## config.mk

```make
export PLATFORM = sky130hd
export DESIGN_NAME = pixel_blend_modes_core
export DESIGN_NICKNAME = d
export VERILOG_FILES = /design/src/sv/pbm_pkg.sv /design/src/sv/pixel_blend_modes_core.sv /design/src/sv/pbm_lane.sv
export SDC_FILE = /design/constraint.sdc
export NUM_CORES = 2
export LEC_CHECK = 0
export BUFFER_PORTS_ARGS = -buffer_cell sky130_fd_sc_hd__buf_2
export CAP_MARGIN = 20
export CORE_MARGIN = 4
export CORE_UTILIZATION = 40
export CTS_BUF_LIST = sky130_fd_sc_hd__clkbuf_8
export DETAILED_ROUTE_END_ITERATION = 10
export PLACE_DENSITY_LB_ADDON = 0.05
export SKIP_LAST_GASP = 1
export SYNTH_ARGS = -nofsm -noshare
export SYNTH_HDL_FRONTEND = slang
export SYNTH_HIERARCHICAL = 1
export SYNTH_SLANG_ARGS = --single-unit
```

## constraint.sdc

```tcl
create_clock -name aclk -period 10.97 [get_ports aclk]
set_input_delay 1.097 -clock aclk [delete_from_list [all_inputs] [get_ports aclk]]
set_output_delay 1.097 -clock aclk [all_outputs]
set_load 0.05 [all_outputs]
```

## src/sv/pbm_pkg.sv

```systemverilog
package pbm_pkg;

    // Configuration register indexes
    localparam int CFG_IDX_W = 2;
    localparam logic [CFG_IDX_W-1:0] REG_BLEND_MODE = 2'd0;
    localparam logic [CFG_IDX_W-1:0] REG_OPACITY    = 2'd1;

    // Blend mode codes; unused codes act as normal
    localparam logic [2:0] MODE_NORMAL     = 3'd0;
    localparam logic [2:0] MODE_MULTIPLY   = 3'd1;
    localparam logic [2:0] MODE_SCREEN     = 3'd2;
    localparam logic [2:0] MODE_OVERLAY    = 3'd3;
    localparam logic [2:0] MODE_DIFFERENCE = 3'd4;

    localparam logic [2:0] MODE_RESET    = MODE_NORMAL;
    localparam logic [8:0] OPACITY_ONE   = 9'd256;
    localparam logic [8:0] OPACITY_RESET = OPACITY_ONE;

    // Load strobes for the lane pipeline stages
    typedef struct packed {
        logic ld1;
        logic ld2;
        logic ld3;
    } pbm_stage_en_t;

    // floor(x / 255) for x < 65280: reciprocal estimate, then one correction
    function automatic logic [7:0] div255(input logic [15:0] x);
        logic [23:0] scaled;
        logic [7:0]  est;
        logic [15:0] back;
        logic [15:0] rem;
        scaled = {8'd0, x} + {x, 8'd0};
        est    = scaled[23:16];
        back   = {est, 8'd0} - {8'd0, est};
        rem    = x - back;
        if (rem >= 16'd255) begin
            est = est + 8'd1;
        end
        return est;
    endfunction

endpackage

```

## src/sv/pixel_blend_modes_core.sv

```systemverilog
// Channel | Direction | Handshake          | Payload
// s_      | in        | s_valid / s_ready  | s_base_{red,green,blue}, s_layer_{red,green,blue}
// m_      | out       | m_valid / m_ready  | m_out_{red,green,blue}
// cfg_    | in        | cfg_valid / ready  | cfg_index, cfg_data
//
// One pixel per cycle sustained while m_ready stays high; each pixel passes through
// the three lane stages and then the output register.
// Three channel lanes run side by side; each holds one 8x8 and two 8x9 multipliers.
// Synchronous active-low reset clears stage valids and sets mode normal, opacity 1.0.
// A stalled output fills pipeline bubbles first; input ready drops only once all
// stages hold a pixel.
module pixel_blend_modes_core (
    input  logic                           aclk,
    input  logic                           aresetn,
    input  logic                           s_valid,
    output logic                           s_ready,
    input  logic [7:0]                     s_base_red,
    input  logic [7:0]                     s_base_green,
    input  logic [7:0]                     s_base_blue,
    input  logic [7:0]                     s_layer_red,
    input  logic [7:0]                     s_layer_green,
    input  logic [7:0]                     s_layer_blue,
    output logic                           m_valid,
    input  logic                           m_ready,
    output logic [7:0]                     m_out_red,
    output logic [7:0]                     m_out_green,
    output logic [7:0]                     m_out_blue,
    input  logic                           cfg_valid,
    output logic                           cfg_ready,
    input  logic [pbm_pkg::CFG_IDX_W-1:0]  cfg_index,
    input  logic [8:0]                     cfg_data
);
    import pbm_pkg::*;

    // Configuration registers
    logic [2:0] mode_reg;
    logic [8:0] opacity_reg;

    assign cfg_ready = 1'b1;

    always_ff @(posedge aclk) begin
        if (!aresetn) begin
            mode_reg    <= MODE_RESET;
            opacity_reg <= OPACITY_RESET;
        end else if (cfg_valid) begin
            if (cfg_index == REG_BLEND_MODE) begin
                mode_reg <= cfg_data[2:0];
            end else if (cfg_index == REG_OPACITY) begin
                opacity_reg <= cfg_data;
            end
        end
    end

    // Stage valids and bubble-collapsing ready chain
    logic v1_reg, v2_reg, v3_reg, vo_reg;
    logic rdy1, rdy2, rdy3, rdyo;
    pbm_stage_en_t stage_en;

    always_comb begin
        rdyo = !vo_reg || m_ready;
        rdy3 = !v3_reg || rdyo;
        rdy2 = !v2_reg || rdy3;
        rdy1 = !v1_reg || rdy2;
        stage_en.ld1 = rdy1 && s_valid;
        stage_en.ld2 = rdy2 && v1_reg;
        stage_en.ld3 = rdy3 && v2_reg;
    end

    assign s_ready = rdy1;
    assign m_valid = vo_reg;

    always_ff @(posedge aclk) begin
        if (!aresetn) begin
            v1_reg <= 1'b0;
            v2_reg <= 1'b0;
            v3_reg <= 1'b0;
            vo_reg <= 1'b0;
        end else begin
            if (rdy1) v1_reg <= s_valid;
            if (rdy2) v2_reg <= v1_reg;
            if (rdy3) v3_reg <= v2_reg;
            if (rdyo) vo_reg <= v3_reg;
        end
    end

    // Channel lanes
    logic [7:0] mix_red, mix_green, mix_blue;

    pbm_lane u_lane_red (
        .aclk       (aclk),
        .stage_en   (stage_en),
        .blend_mode (mode_reg),
        .opacity_q8 (opacity_reg),
        .base_ch    (s_base_red),
        .layer_ch   (s_layer_red),
        .mix_ch     (mix_red)
    );

    pbm_lane u_lane_green (
        .aclk       (aclk),
        .stage_en   (stage_en),
        .blend_mode (mode_reg),
        .opacity_q8 (opacity_reg),
        .base_ch    (s_base_green),
        .layer_ch   (s_layer_green),
        .mix_ch     (mix_green)
    );

    pbm_lane u_lane_blue (
        .aclk       (aclk),
        .stage_en   (stage_en),
        .blend_mode (mode_reg),
        .opacity_q8 (opacity_reg),
        .base_ch    (s_base_blue),
        .layer_ch   (s_layer_blue),
        .mix_ch     (mix_blue)
    );

    // Merge lanes into the output register
    logic [7:0] out_red_reg, out_green_reg, out_blue_reg;

    always_ff @(posedge aclk) begin
        if (rdyo && v3_reg) begin
            out_red_reg   <= mix_red;
            out_green_reg <= mix_green;
            out_blue_reg  <= mix_blue;
        end
    end

    assign m_out_red   = out_red_reg;
    assign m_out_green = out_green_reg;
    assign m_out_blue  = out_blue_reg;

endmodule

```

## src/sv/pbm_lane.sv

```systemverilog
module pbm_lane (
    input  logic                  aclk,
    input  pbm_pkg::pbm_stage_en_t stage_en,
    input  logic [2:0]            blend_mode,
    input  logic [8:0]            opacity_q8,
    input  logic [7:0]            base_ch,
    input  logic [7:0]            layer_ch,
    output logic [7:0]            mix_ch
);
    import pbm_pkg::*;

    // Stage 1: one 8x8 product with rounding term
    logic [7:0]  a1_reg, b1_reg;
    logic [15:0] x1_reg;
    logic [15:0] x1_next;
    logic        use_inv;
    logic [7:0]  op_a, op_b;
    logic [15:0] prod;

    always_comb begin
        use_inv = (blend_mode == MODE_SCREEN) ||
                  ((blend_mode == MODE_OVERLAY) && base_ch[7]);
        op_a    = use_inv ? (8'd255 - base_ch)  : base_ch;
        op_b    = use_inv ? (8'd255 - layer_ch) : layer_ch;
        prod    = 16'(op_a) * 16'(op_b);
        case (blend_mode)
            MODE_MULTIPLY, MODE_SCREEN: begin
                x1_next = prod + 16'd127;
            end
            MODE_OVERLAY: begin
                x1_next = base_ch[7] ? ({prod[14:0], 1'b0} + 16'd254)
                                     : {prod[14:0], 1'b0};
            end
            default: begin
                x1_next = prod;
            end
        endcase
    end

    always_ff @(posedge aclk) begin
        if (stage_en.ld1) begin
            a1_reg <= base_ch;
            b1_reg <= layer_ch;
            x1_reg <= x1_next;
        end
    end

    // Stage 2: divide by 255 and pick the mode value
    logic [7:0] a2_reg, m2_reg;
    logic [7:0] m2_next;
    logic [7:0] quo;

    always_comb begin
        quo = div255(x1_reg);
        case (blend_mode)
            MODE_MULTIPLY: begin
                m2_next = quo;
            end
            MODE_SCREEN: begin
                m2_next = 8'd255 - quo;
            end
            MODE_OVERLAY: begin
                m2_next = a1_reg[7] ? (8'd255 - quo) : quo;
            end
            MODE_DIFFERENCE: begin
                m2_next = (a1_reg >= b1_reg) ? (a1_reg - b1_reg) : (b1_reg - a1_reg);
            end
            default: begin
                m2_next = b1_reg;
            end
        endcase
    end

    always_ff @(posedge aclk) begin
        if (stage_en.ld2) begin
            a2_reg <= a1_reg;
            m2_reg <= m2_next;
        end
    end

    // Stage 3: opacity weighting products
    logic [8:0]  op_sat;
    logic [8:0]  op_inv;
    logic [16:0] pa3_reg, pm3_reg;

    always_comb begin
        op_sat = opacity_q8[8] ? OPACITY_ONE : opacity_q8;
        op_inv = OPACITY_ONE - op_sat;
    end

    always_ff @(posedge aclk) begin
        if (stage_en.ld3) begin
            pa3_reg <= 17'(a2_reg) * 17'(op_sat);
            pm3_reg <= 17'(m2_reg) * 17'(op_inv);
        end
    end

    // Sum, round and saturate
    logic [17:0] sum;
    always_comb begin
        sum    = {1'b0, pa3_reg} + {1'b0, pm3_reg} + 18'd128;
        mix_ch = (sum[17:16] != 2'd0) ? 8'd255 : sum[15:8];
    end

endmodule

```

==> results.json <==
{
  "synth.distinct_cells": 118,
  "floorplan.core_area_mm2": 0.1072,
  "numClockSinks": 286,
  "power.internal_uw": 4473,
  "tns_ns": 0,
  "max_clock_freq_ghz": 0.1250,
  "max-vdd-ir-drop_mv": 0.1525,
  "finalHoldWorstSlack_ns": 0.5038,
  "cts_hold_buffers": 0,
  "final_layout_size_suffix_gt1_frac": 0.05649,
  "initialDrtViolationCount": 2053,
  "power.share.clock": 0.133,
  "grt_pass1_wl_um": 183900,
  "synth_enable_flop_cells": 270,
  "rows": 120,
  "final_max_slew_viol_count": 0,
  "clock_path_buffers": 3,
  "power_frac_comb": 0.686,
  "initial_utilization": 0.4037,
  "most-common-layout-cells": "sky130_fd_sc_hd__inv_1, sky130_fd_sc_hd__ha_1, sky130_fd_sc_hd__nand2_1",
  "status": "complete, no violations",
  "synthDominantCellAreaShare": 0.1874,
  "detailed_place_hpwl_um": 88230,
  "syn_inst": 4960,
  "fin_nets": 5948,
  "cts_resized": 0,
  "syn_area_per_cell_um2": 8.725,
  "finalSetupViolations": 0,
  "initial_antenna_violation_count": 12,
  "grt_setup_unrepaired": "false",
  "yosys.area.top_type": "sky130_fd_sc_hd__edfxtp_1",
  "yosys_warnings": 6,
  "relSlewSlack": 0.2874,
  "timing.final.hold_violations": 0,
  "place_congestion": 0.8614,
  "share_seq_of_total_power": 0.181,
  "critical_path_required_ns": 11.34,
  "worst_hold_path_type": "flop to flop",
  "fin_crit_ns": 8.002,
  "cts.repair_timing.setup_buffer_count": 0,
  "dieArea_mm2": 0.1135,
  "routed_wirelength_um": 111300,
  "layout.cells.most_common": "sky130_fd_sc_hd__inv_1",
  "cts_tree": "yes",
  "die-width_um": 336.9,
  "grt_pass1_vias": 33673,
  "firstDrtPassIters": 5,
  "chipHeight_um": 336.9,
  "power_switching_uw": 4168,
  "crit_path_end_kind": "flop",
  "routed-via-count": 34126,
  "grt_remaining_overflow": 0,
  "reg2reg_setup_slack_ns": 2.97,
  "startpoint_type": "flop",
  "io_buffers": 89,
  "mapped_area_mm2": 0.04327,
  "grt_usage": 0.1983,
  "totalPowerFinal_uw": 8640,
  "clock_latency_ns": 0.68,
  "cts.htree.levels": 2,
  "power_per_cell_area_mw_per_mm2": 187.2,
  "critical_path.max_fanout": 54,
  "critPathKind": "flop to flop",
  "ys_ff_latch": 286,
  "area.growth.synth_to_final_pct": 6.659,
  "worst_slew_pin_slew_ns": 1.067,
  "num_io_pins": 91,
  "routed_wire_length_per_instance_um": 17.44,
  "worst_setup_hold_path_clk_slew_ns": 0.06,
  "synth_nets": 5975,
  "synth_top_flop_cell": "sky130_fd_sc_hd__edfxtp_1",
  "cts-root-buf": "sky130_fd_sc_hd__clkbuf_8",
  "final.period_utilization": 0.7294,
  "yosysSeqAreaShare": 0.1948,
  "synthTopCellsByArea": "sky130_fd_sc_hd__edfxtp_1, sky130_fd_sc_hd__fa_1, sky130_fd_sc_hd__ha_1",
  "async_flop_share": 0,
  "drc_violations_left": 0,
  "final.setup_skew_ns": 0.04398,
  "post_route_antenna_net_violation_count": 0,
  "p_sw_frac": 0.4823,
  "worst-endpoint-arrival_ns": 8.37,
  "post_drt_via_cell_ratio": 5.346,
  "max_cap_viol_count": 0,
  "tritoncts.num_buffers": 53,
  "p_leak_uw": 0.02140,
  "maximum_number_of_pins_on_one_net_before_global_route_repair": 69
}
[cell usage after synthesis (39+ instances only)]
cell type,n
sky130_fd_sc_hd__inv_1,693
sky130_fd_sc_hd__nor2_1,244
sky130_fd_sc_hd__and3_1,39
sky130_fd_sc_hd__clkbuf_1,159
sky130_fd_sc_hd__xnor2_1,171
sky130_fd_sc_hd__or3_1,44
sky130_fd_sc_hd__ha_1,585
sky130_fd_sc_hd__o21ai_0,304
sky130_fd_sc_hd__nor3_1,86
sky130_fd_sc_hd__nand2b_1,40
sky130_fd_sc_hd__nand3_1,174
sky130_fd_sc_hd__a21oi_1,239
sky130_fd_sc_hd__xor2_1,72
sky130_fd_sc_hd__and2_1,239
sky130_fd_sc_hd__nand2_1,492
sky130_fd_sc_hd__a21o_1,48
sky130_fd_sc_hd__edfxtp_1,270
sky130_fd_sc_hd__mux2i_1,50
sky130_fd_sc_hd__fa_1,366
sky130_fd_sc_hd__nor2b_1,57
[routing by layer]
metal	global-route usage	part of all wire	vias to the layer above
met5	0	0	-
met4	0.03690	0.018	0
met3	0.02046	0.037	107
met2	0.3127	0.44	610
met1	0.2965	0.51	16557
li1	-	-	16852
[path summary, 6_finish.rpt]
check	startpoint	to	depth (start not counted)
hold / removal	v2_reg	v3_reg	1
hold reg to reg	v2_reg	v3_reg	1
setup reg to reg	mode_reg[0]	u_lane_green/x1_reg[14]	20
setup / recovery	mode_reg[0]	u_lane_green/x1_reg[14]	20
[power groups by stage]
| stage | sequential, uW | combinational (uW) | clock (uW) |
|---|---|---|---|
| finish | 1560 | 5930 | 1150 |
| global route | 1590 | 6680 | 1250 |
| CTS | 1570 | 5920 | 1210 |
| detailed placement | 1590 | 5870 | 0 |
| global placement | 1590 | 5880 | 0 |
| floorplan | 1510 | 4660 | 0 |
[cell families (layout without fill, tap and decap cells)]
logic type	count (synthesis)	in the layout	share of synthesized area
XOR/XNOR	247	247	0.05109
buffers and inverters	903	917	0.07934
multiplexers	69	69	0.01686
other	1	7	0.00008666
flip-flops	286	286	0.1948
adder cells (fa/ha/maj)	951	951	0.3385
AND/OR/NAND/NOR	1527	1527	0.1746
AO/OA/AOI/OAI	976	976	0.1449
[stage by stage]
step | cell area, um2 | cells | util | setup slack (ns)
floorplan | 43270 | 4960 | - | 1.979
global placement | 44990 | 6281 | 0.4197 | 2.942
detailed placement | 44990 | 6281 | 0.4197 | 2.901
CTS | 46140 | 6377 | 0.4304 | 3.022
global route | 46150 | 6380 | 0.4305 | 2.392
finish | 46160 | 6383 | 0.4305 | 2.968
[critical path, cell delays in order, from the launching register on]
cell                       delay, ns
sky130_fd_sc_hd__dfxtp_4        0.64
sky130_fd_sc_hd__buf_4          0.53
sky130_fd_sc_hd__nor2b_1        0.82
sky130_fd_sc_hd__or3_1          0.32
sky130_fd_sc_hd__o21ai_0        0.14
sky130_fd_sc_hd__fa_1           0.44
sky130_fd_sc_hd__fa_1           0.55
sky130_fd_sc_hd__inv_1          0.05
sky130_fd_sc_hd__fa_1           0.47
sky130_fd_sc_hd__fa_1           0.54
sky130_fd_sc_hd__inv_1          0.04
sky130_fd_sc_hd__ha_1           0.34
sky130_fd_sc_hd__a21oi_1        0.36
sky130_fd_sc_hd__xnor2_1        0.16
sky130_fd_sc_hd__a21oi_1        0.33
sky130_fd_sc_hd__nor4bb_1       0.51
sky130_fd_sc_hd__nor3b_1        0.69
sky130_fd_sc_hd__and4_1         0.36
sky130_fd_sc_hd__nand2b_1       0.09
sky130_fd_sc_hd__o31ai_1        0.23
sky130_fd_sc_hd__a211oi_1       0.07
[cell type report]
cell class | instances | area, um2
multi-input combinational | 3771 | 31460
clock inverter | 43 | 422.9
antenna | 6 | 15.01
tap | 1403 | 1755
sequential | 286 | 8441
inverter | 696 | 2613
timing repair buffer | 125 | 715.7
clock buffer | 53 | 729.5
fill | 10852 | 61050
Power figures use the tool's default switching activity.
